File: src/design/atr_pkg.sv
package atr_pkg;

  localparam int unsigned MAX_ATR_LEN = 64;
  localparam int unsigned CountW = 7;

  localparam logic [7:0] TS_DIRECT  = 8'h3B;
  localparam logic [7:0] TS_INVERSE = 8'h3F;

  typedef enum logic {
    OP_BYTE    = 1'b0,
    OP_RESTART = 1'b1
  } op_e;

  typedef enum logic [1:0] {
    PH_TS   = 2'd0,
    PH_T0   = 2'd1,
    PH_BODY = 2'd2,
    PH_DONE = 2'd3
  } phase_e;

  typedef enum logic [1:0] {
    ST_BUSY     = 2'd0,
    ST_COMPLETE = 2'd1,
    ST_BAD_TS   = 2'd2,
    ST_OVERRUN  = 2'd3
  } status_e;

  typedef enum logic [2:0] {
    KIND_TS   = 3'd0,
    KIND_T0   = 3'd1,
    KIND_TA   = 3'd2,
    KIND_TB   = 3'd3,
    KIND_TC   = 3'd4,
    KIND_TD   = 3'd5,
    KIND_HIST = 3'd6
  } kind_e;

  // expect_mask bit positions
  localparam int unsigned MaskTa = 0;
  localparam int unsigned MaskTb = 1;
  localparam int unsigned MaskTc = 2;

  typedef struct packed {
    phase_e              phase;
    logic [3:0]          expect_mask;
    logic [3:0]          hist_count;
    logic [3:0]          td_count;
    logic                tc_seen;
    logic [CountW-1:0]   byte_count;
    logic                convention;
    logic [7:0]          guard_value;
  } atr_state_t;

  typedef struct packed {
    status_e    status;
    kind_e      byte_kind;
    logic [3:0] group_index;
    logic       inverse_convention;
    logic [7:0] guard_time;
    logic [3:0] hist_left;
  } atr_result_t;

  localparam atr_state_t STATE_RESET = '{
    phase:       PH_TS,
    expect_mask: 4'd0,
    hist_count:  4'd0,
    td_count:    4'd0,
    tc_seen:     1'b0,
    byte_count:  '0,
    convention:  1'b0,
    guard_value: 8'd0
  };

endpackage

File: src/design/atr_decode.sv
module atr_decode (
  input  atr_pkg::op_e         op_i,
  input  logic [7:0]           rx_byte_i,
  input  atr_pkg::atr_state_t  state_i,
  output atr_pkg::atr_state_t  state_o,
  output atr_pkg::atr_result_t result_o,
  output logic                 result_valid_o
);

  atr_pkg::atr_state_t  s;
  atr_pkg::atr_result_t r;

  always_comb begin
    s = state_i;
    r.status             = atr_pkg::ST_BUSY;
    r.byte_kind          = atr_pkg::KIND_TS;
    r.group_index        = 4'd0;
    r.inverse_convention = state_i.convention;
    r.guard_time         = state_i.guard_value;
    r.hist_left          = state_i.hist_count;
    result_valid_o       = 1'b1;

    if (op_i == atr_pkg::OP_RESTART) begin
      s              = atr_pkg::STATE_RESET;
      result_valid_o = 1'b0;
    end else if (state_i.phase == atr_pkg::PH_DONE ||
                 state_i.byte_count >= atr_pkg::CountW'(atr_pkg::MAX_ATR_LEN)) begin
      s.phase  = atr_pkg::PH_DONE;
      r.status = atr_pkg::ST_OVERRUN;
    end else begin
      s.byte_count = state_i.byte_count + 1'b1;
      if (state_i.phase == atr_pkg::PH_TS) begin
        if (rx_byte_i == atr_pkg::TS_DIRECT || rx_byte_i == atr_pkg::TS_INVERSE) begin
          s.convention         = (rx_byte_i == atr_pkg::TS_INVERSE);
          s.phase              = atr_pkg::PH_T0;
          r.inverse_convention = s.convention;
        end else begin
          s.phase              = atr_pkg::PH_DONE;
          r.status             = atr_pkg::ST_BAD_TS;
          r.inverse_convention = 1'b0;
          r.guard_time         = 8'd0;
          r.hist_left          = 4'd0;
        end
      end else begin
        if (state_i.phase == atr_pkg::PH_T0) begin
          s.hist_count  = rx_byte_i[3:0];
          s.expect_mask = rx_byte_i[7:4];
          s.phase       = atr_pkg::PH_BODY;
          r.byte_kind   = atr_pkg::KIND_T0;
        end else if (state_i.expect_mask != 4'd0) begin
          r.group_index = state_i.td_count;
          if (state_i.expect_mask[atr_pkg::MaskTa]) begin
            r.byte_kind   = atr_pkg::KIND_TA;
            s.expect_mask = state_i.expect_mask & 4'hE;
          end else if (state_i.expect_mask[atr_pkg::MaskTb]) begin
            r.byte_kind   = atr_pkg::KIND_TB;
            s.expect_mask = state_i.expect_mask & 4'hC;
          end else if (state_i.expect_mask[atr_pkg::MaskTc]) begin
            r.byte_kind   = atr_pkg::KIND_TC;
            s.expect_mask = state_i.expect_mask & 4'h8;
            // only the first TC sets the guard time
            if (!state_i.tc_seen) begin
              s.guard_value = rx_byte_i;
              s.tc_seen     = 1'b1;
            end
          end else begin
            r.byte_kind   = atr_pkg::KIND_TD;
            s.expect_mask = rx_byte_i[7:4];
            if (state_i.td_count != 4'hF) begin
              s.td_count = state_i.td_count + 1'b1;
            end
          end
        end else begin
          r.byte_kind = atr_pkg::KIND_HIST;
          if (state_i.hist_count != 4'd0) begin
            s.hist_count = state_i.hist_count - 1'b1;
          end
        end

        if (s.expect_mask == 4'd0 && s.hist_count == 4'd0) begin
          r.status = atr_pkg::ST_COMPLETE;
          s.phase  = atr_pkg::PH_DONE;
        end
        r.guard_time = s.guard_value;
        r.hist_left  = s.hist_count;
      end
    end
  end

  assign state_o  = s;
  assign result_o = r;

endmodule

File: src/design/smartcard_atr_parser.sv
// A result appears on the output register in the cycle after its byte is taken.
// Throughput: one byte per cycle while in_stall_o is low; the parser state updates in the accepting cycle.
// A restart request is taken like a byte but produces no result.
// Input stalls only while the output register holds a result that is stalled.
// Reset (rst_ni low, asynchronous) returns the parser to waiting for TS and drops
// any pending result.
module smartcard_atr_parser (
  input  logic       clk_i,
  input  logic       rst_ni,
  input  logic       in_valid_i,
  output logic       in_stall_o,
  input  logic       op_i,
  input  logic [7:0] rx_byte_i,
  output logic       out_valid_o,
  input  logic       out_stall_i,
  output logic [1:0] status_o,
  output logic [2:0] byte_kind_o,
  output logic [3:0] group_index_o,
  output logic       inverse_convention_o,
  output logic [7:0] guard_time_o,
  output logic [3:0] hist_left_o
);

  atr_pkg::atr_state_t  state_q, state_d;
  atr_pkg::atr_result_t result_d, result_q;
  logic                 result_valid;
  logic                 out_valid_q;
  logic                 in_accept;

  assign in_stall_o = out_valid_q & out_stall_i;
  assign in_accept  = in_valid_i & ~in_stall_o;

  atr_decode u_decode (
    .op_i           (atr_pkg::op_e'(op_i)),
    .rx_byte_i      (rx_byte_i),
    .state_i        (state_q),
    .state_o        (state_d),
    .result_o       (result_d),
    .result_valid_o (result_valid)
  );

  always_ff @(posedge clk_i or negedge rst_ni) begin
    if (!rst_ni) begin
      state_q     <= atr_pkg::STATE_RESET;
      out_valid_q <= 1'b0;
    end else begin
      if (in_accept) begin
        state_q <= state_d;
      end
      if (in_accept && result_valid) begin
        out_valid_q <= 1'b1;
      end else if (!out_stall_i) begin
        out_valid_q <= 1'b0;
      end
    end
  end

  always_ff @(posedge clk_i) begin
    if (in_accept && result_valid) begin
      result_q <= result_d;
    end
  end

  assign out_valid_o          = out_valid_q;
  assign status_o             = result_q.status;
  assign byte_kind_o          = result_q.byte_kind;
  assign group_index_o        = result_q.group_index;
  assign inverse_convention_o = result_q.inverse_convention;
  assign guard_time_o         = result_q.guard_time;
  assign hist_left_o          = result_q.hist_left;

  a_restart_clears: assert property (@(posedge clk_i) disable iff (!rst_ni)
    in_accept && op_i == atr_pkg::OP_RESTART |=>
      state_q.phase == atr_pkg::PH_TS && state_q.byte_count == '0)
    else $error("restart did not return parser to TS");

  a_bad_ts_fields: assert property (@(posedge clk_i) disable iff (!rst_ni)
    out_valid_o && status_o == atr_pkg::ST_BAD_TS |->
      byte_kind_o == atr_pkg::KIND_TS && guard_time_o == 8'd0 &&
      hist_left_o == 4'd0 && !inverse_convention_o)
    else $error("bad TS result carries nonzero fields");

  a_overrun_fields: assert property (@(posedge clk_i) disable iff (!rst_ni)
    out_valid_o && status_o == atr_pkg::ST_OVERRUN |->
      byte_kind_o == atr_pkg::KIND_TS && group_index_o == 4'd0)
    else $error("overrun result carries kind or group");

  a_end_is_final: assert property (@(posedge clk_i) disable iff (!rst_ni)
    in_accept && result_valid && result_d.status != atr_pkg::ST_BUSY |=>
      state_q.phase == atr_pkg::PH_DONE)
    else $error("parser left finished phase unset after end or error");

  a_byte_count_bound: assert property (@(posedge clk_i) disable iff (!rst_ni)
    state_q.byte_count <= atr_pkg::CountW'(atr_pkg::MAX_ATR_LEN))
    else $error("byte count beyond maximum ATR length");

endmodule
File: config.mk
export PLATFORM = sky130hd
export DESIGN_NAME = smartcard_atr_parser
export DESIGN_NICKNAME = d
export VERILOG_FILES = /design/src/design/atr_pkg.sv /design/src/design/atr_decode.sv /design/src/design/smartcard_atr_parser.sv
export SDC_FILE = /design/constraint.sdc
export NUM_CORES = 1
export LEC_CHECK = 0
export BUFFER_PORTS_ARGS = -buffer_cell sky130_fd_sc_hd__buf_2
export CAP_MARGIN = 5
export CORE_UTILIZATION = 35
export CTS_CLUSTER_SIZE = 16
export DETAILED_ROUTE_END_ITERATION = 16
export PLACE_DENSITY = 0.61
export SYNTH_ARGS = -nofsm -noshare
export SYNTH_HDL_FRONTEND = slang
export SYNTH_SLANG_ARGS = --single-unit
File: constraint.sdc
create_clock -name clk_i -period 2.57 [get_ports clk_i]
set_clock_uncertainty 0.15 [all_clocks]
set_input_delay 0.6425 -clock clk_i [delete_from_list [all_inputs] [get_ports clk_i]]
set_output_delay 0.6425 -clock clk_i [all_outputs]
set_load 0.01 [all_outputs]
==> results_tabular.tex <==
\begin{tabular}{lr}
\hline
Metric & Value \\
\hline
\multicolumn{2}{l}{\textbf{Status}} \\
Run status & finished clean \\
\multicolumn{2}{l}{\textbf{Job}} \\
Max-capacitance violation count & 0 \\
\multicolumn{2}{l}{\textbf{Logic synthesis}} \\
Post-Synthesis Cells & 242 \\
Leading register cell type out of synthesis & dfrtp\_1 \\
Mean instance size in the synthesized netlist & about 11 um2 \\
Synth area leader & dfrtp\_1 \\
Portion of the post-synthesis area used by sequential elements & 0.561 \\
Cell area after technology mapping & 2600 um2 \\
Synth async-reset ratio & 0.593 \\
Synth area leaders & dfrtp\_1 (31\%), edfxtp\_1 (25\%), a22o\_1 (8.4\%) \\
Post-synthesis register bit count & between 50 and 60 \\
Distinct cells, synth & 48 \\
Synthesized netlist net count & around 260 \\
Number of flops mapped to enable cells by yosys & 22 \\
Synth warnings & 0 \\
Area share of the largest cell type after synthesis & 0.307 \\
\multicolumn{2}{l}{\textbf{Clock tree}} \\
H-tree depth & 2 \\
Clock buffer count from CTS & 5 \\
Number of buffers inserted to repair setup after CTS & 0 \\
Clock sink count & 54 \\
Worst skew pair latency & between 0.3 and 0.4 ns \\
Clock-pin slew of the registers on the worst-case setup and hold paths & approximately 0.09 ns \\
Clock Tree Root & clkbuf\_8 \\
Hold-fix buffers at CTS & 0 \\
Number of gates resized after CTS & 0 \\
Clock tree from TritonCTS & built \\
Maximum count of clock buffers along a single path & 2 \\
\multicolumn{2}{l}{\textbf{Timing}} \\
Highest clock frequency the design can meet & a little over 400 MHz \\
Final hold vios & 0 \\
Worst Hold Slack & between 0.2 and 0.25 ns \\
Slew at the pin with the worst max-slew slack & $\sim$0.75 ns \\
Time the final worst path needs with I/O delays and setup & roughly 2.4 ns \\
Slew headroom & 0.500 \\
Final period util & 0.940 \\
Number of setup violations in the final report & 0 \\
Aggregate negative setup slack & 0 ns \\
Unrepaired setup endpoints after global routing & false \\
Final Max Tran Viols & 0 \\
\multicolumn{2}{l}{\textbf{Detailed routing}} \\
DRT iter0 DRCs & 195 \\
DRC viols & 0 \\
DR vias & between 2000 and 2500 \\
Wire length after detailed routing & roughly 5.9 mm \\
Number of nets with antenna violations after routing & 0 \\
Per-cell via count in the routed design & approximately 5.3 \\
Post-DR wirelength/cell & around 15 um \\
Initial DRT Pass Iterations & 4 \\
\multicolumn{2}{l}{\textbf{Critical path}} \\
Capturing element type of the critical path & flop \\
Required @ worst endpoint & $\sim$2.5 ns \\
Cell with the largest stage delay on the worst path & or4\_4 \\
Source of the worst register-to-register timing path & state\_q[28] \\
Critical Path AT & between 2 and 2.5 ns \\
Cell breakdown of the critical path & or4\_4 > or3\_1 > a31oi\_1 > nor3\_1 > nand3b\_1 > a21oi\_1 \\
Type of origin of the critical path & flop \\
Maximum fanout count along the critical path & 8 \\
Capturing point of the worst reg2reg path & status\_o[0] \\
Worst setup slack for register-to-register paths & $\sim$0.16 ns \\
Category of the most critical setup path & flop to flop \\
Slowest cell delay on critical path & $\sim$0.56 ns \\
Depth of the worst register-to-register path & 6 \\
\multicolumn{2}{l}{\textbf{Floorplan}} \\
I/O pin total & 37 \\
Number of placement rows & 31 \\
Die Height & $\sim$88 um \\
Chip Width & $\sim$90 um \\
Die ar. & around 7800 um2 \\
Initial Util & 0.361 \\
Core outline area & just over 7000 um2 \\
\multicolumn{2}{l}{\textbf{Place}} \\
Placed cell area & roughly 3000 um2 \\
Count of input and output buffers & 36 \\
HPWL Detailed & 4.25 mm \\
Final weighted congestion in routability-driven placement & between 0.8 and 0.9 \\
\multicolumn{2}{l}{\textbf{Min path}} \\
Class of the tightest hold or removal check & primary input to async pin \\
\multicolumn{2}{l}{\textbf{Pwr}} \\
Leakage dissipation & between 1 and 1.5 nW \\
Maximum ir drop on the vdd rail & between 0.3 and 0.4 mV \\
Power density over the cells & approximately 850 nW/um2 \\
\multicolumn{2}{l}{\textbf{Global route}} \\
Total Routing Usage GR & 0.167 \\
Via count of the first global-routing pass & between 1500 and 2000 \\
Maximum number of pins on one net before global-route repair & 33 \\
First-pass GRT wire length & 9.76 mm \\
Final global-route overflow total & 0 \\
Initial antenna violation count & 0 \\
\multicolumn{2}{l}{\textbf{Cells and area}} \\
Footprint of the multi-input gates & $\sim$1100 um2 \\
Synth-to-Final Area Change & 17.7\% \\
Post-Layout Inst Area & 3070 um2 \\
Layout cells sized above 1 & 0.222 \\
Sequential Area & approximately 1500 um2 \\
Post-layout net count & between 300 and 400 \\
Count of filler cells inserted in the layout & slightly above 700 \\
Antenna fix cells & 0 \\
\hline
\end{tabular}
## per-layer routing
layer  wire, um  up-vias  GRT usage
met2       2680       57      0.271
met5          0        -          0
met4        109        0     0.0689
met1       2820      997      0.221
met3        251        7     0.0271
li1           -      997          -
## cells in the mapped netlist, types with 5 or more instances
cell	number
a21oi_1	13
a22o_1	25
o21ai_0	11
and2_1	5
dfrtp_1	32
edfxtp_1	22
nor2_1	24
inv_1	6
nand3_1	6
nand2_1	23
nor3_1	6
clkbuf_1	7
## state kept, by name, indices dropped and copies added, names as in the netlist
register,cells
byte_kind_o,3
group_index_o,4
guard_time_o,8
hist_left_o,4
inverse_convention_o,1
out_valid_o,1
state_q,31
status_o,2
## power breakdown
part	internal (W)	switching (W)	leakage, nW
combinational	0.000373	0.000507	0.627
clock	0.000287	0.000274	0.0579
sequential	0.00104	0.000123	0.644
total	0.00170	0.000904	1.33
## metrics by stage
stage	util	setup slack, ns	instances	total power, W
2_1_floorplan	-	0.0192	242	0.00180
3_3_place_gp	0.410	0.214	379	0.00204
3_5_place_dp	0.410	0.179	379	0.00205
4_1_cts	0.425	0.164	387	0.00262
5_1_grt	0.425	0.0722	387	0.00278
6_report	0.425	0.155	387	0.00260
## cell usage in the layout, fill, tap and decap left out, drive strengths merged, types with 4 or more instances in the layout
cell type  Yosys  layout
buf            3      48
dfrtp         32      32
nor2          26      26
a22o          25      25
nand2         23      23
edfxtp        22      22
o21ai         14      14
a21oi         13      13
inv            6       6
nand3          6       6
nor3           6       6
and2           5       5
clkbuf         7       5
xor2           4       4
a21o           4       4
a31oi          4       4
or4            4       4
## critical path: cells and delay by family (launching register included)
kind | cells | cell delay (ns)
AO/OA/AOI/OAI | 2 | 0.38
AND/OR/NAND/NOR | 4 | 1.17
flip-flops | 1 | 0.46
## worst max path at each step
stage,from,to,depth (start not counted)
after floorplan,out_stall_i,byte_kind_o[0],4
after global placement,state_q[28],status_o[0],6
after detailed placement,state_q[28],status_o[0],6
after CTS,state_q[28],status_o[0],6
after global routing,state_q[28],status_o[0],6
final,state_q[28],status_o[0],6
## area by class of cell
| type | instances | share of cell area |
|---|---|---|
| clock buffers | 5 | 0.0224 |
| clock inverters | 3 | 0.0131 |
| inverters | 6 | 0.00734 |
| multi-input cells | 172 | 0.352 |
| flip-flops and latches | 54 | 0.477 |
| well taps | 99 | 0.0404 |
| repair buffers | 48 | 0.0881 |
## kinds of logic after synthesis
family / after synthesis / share of synthesized area
AND/OR/NAND/NOR: 88 / 0.171
AO/OA/AOI/OAI: 74 / 0.205
flip-flops: 54 / 0.561
buffers and inverters: 16 / 0.0255
XOR/XNOR: 6 / 0.0202
adder cells (fa/ha/maj): 3 / 0.0144
multiplexers: 1 / 0.00384
No activity file was read; power rests on OpenSTA's default activity.
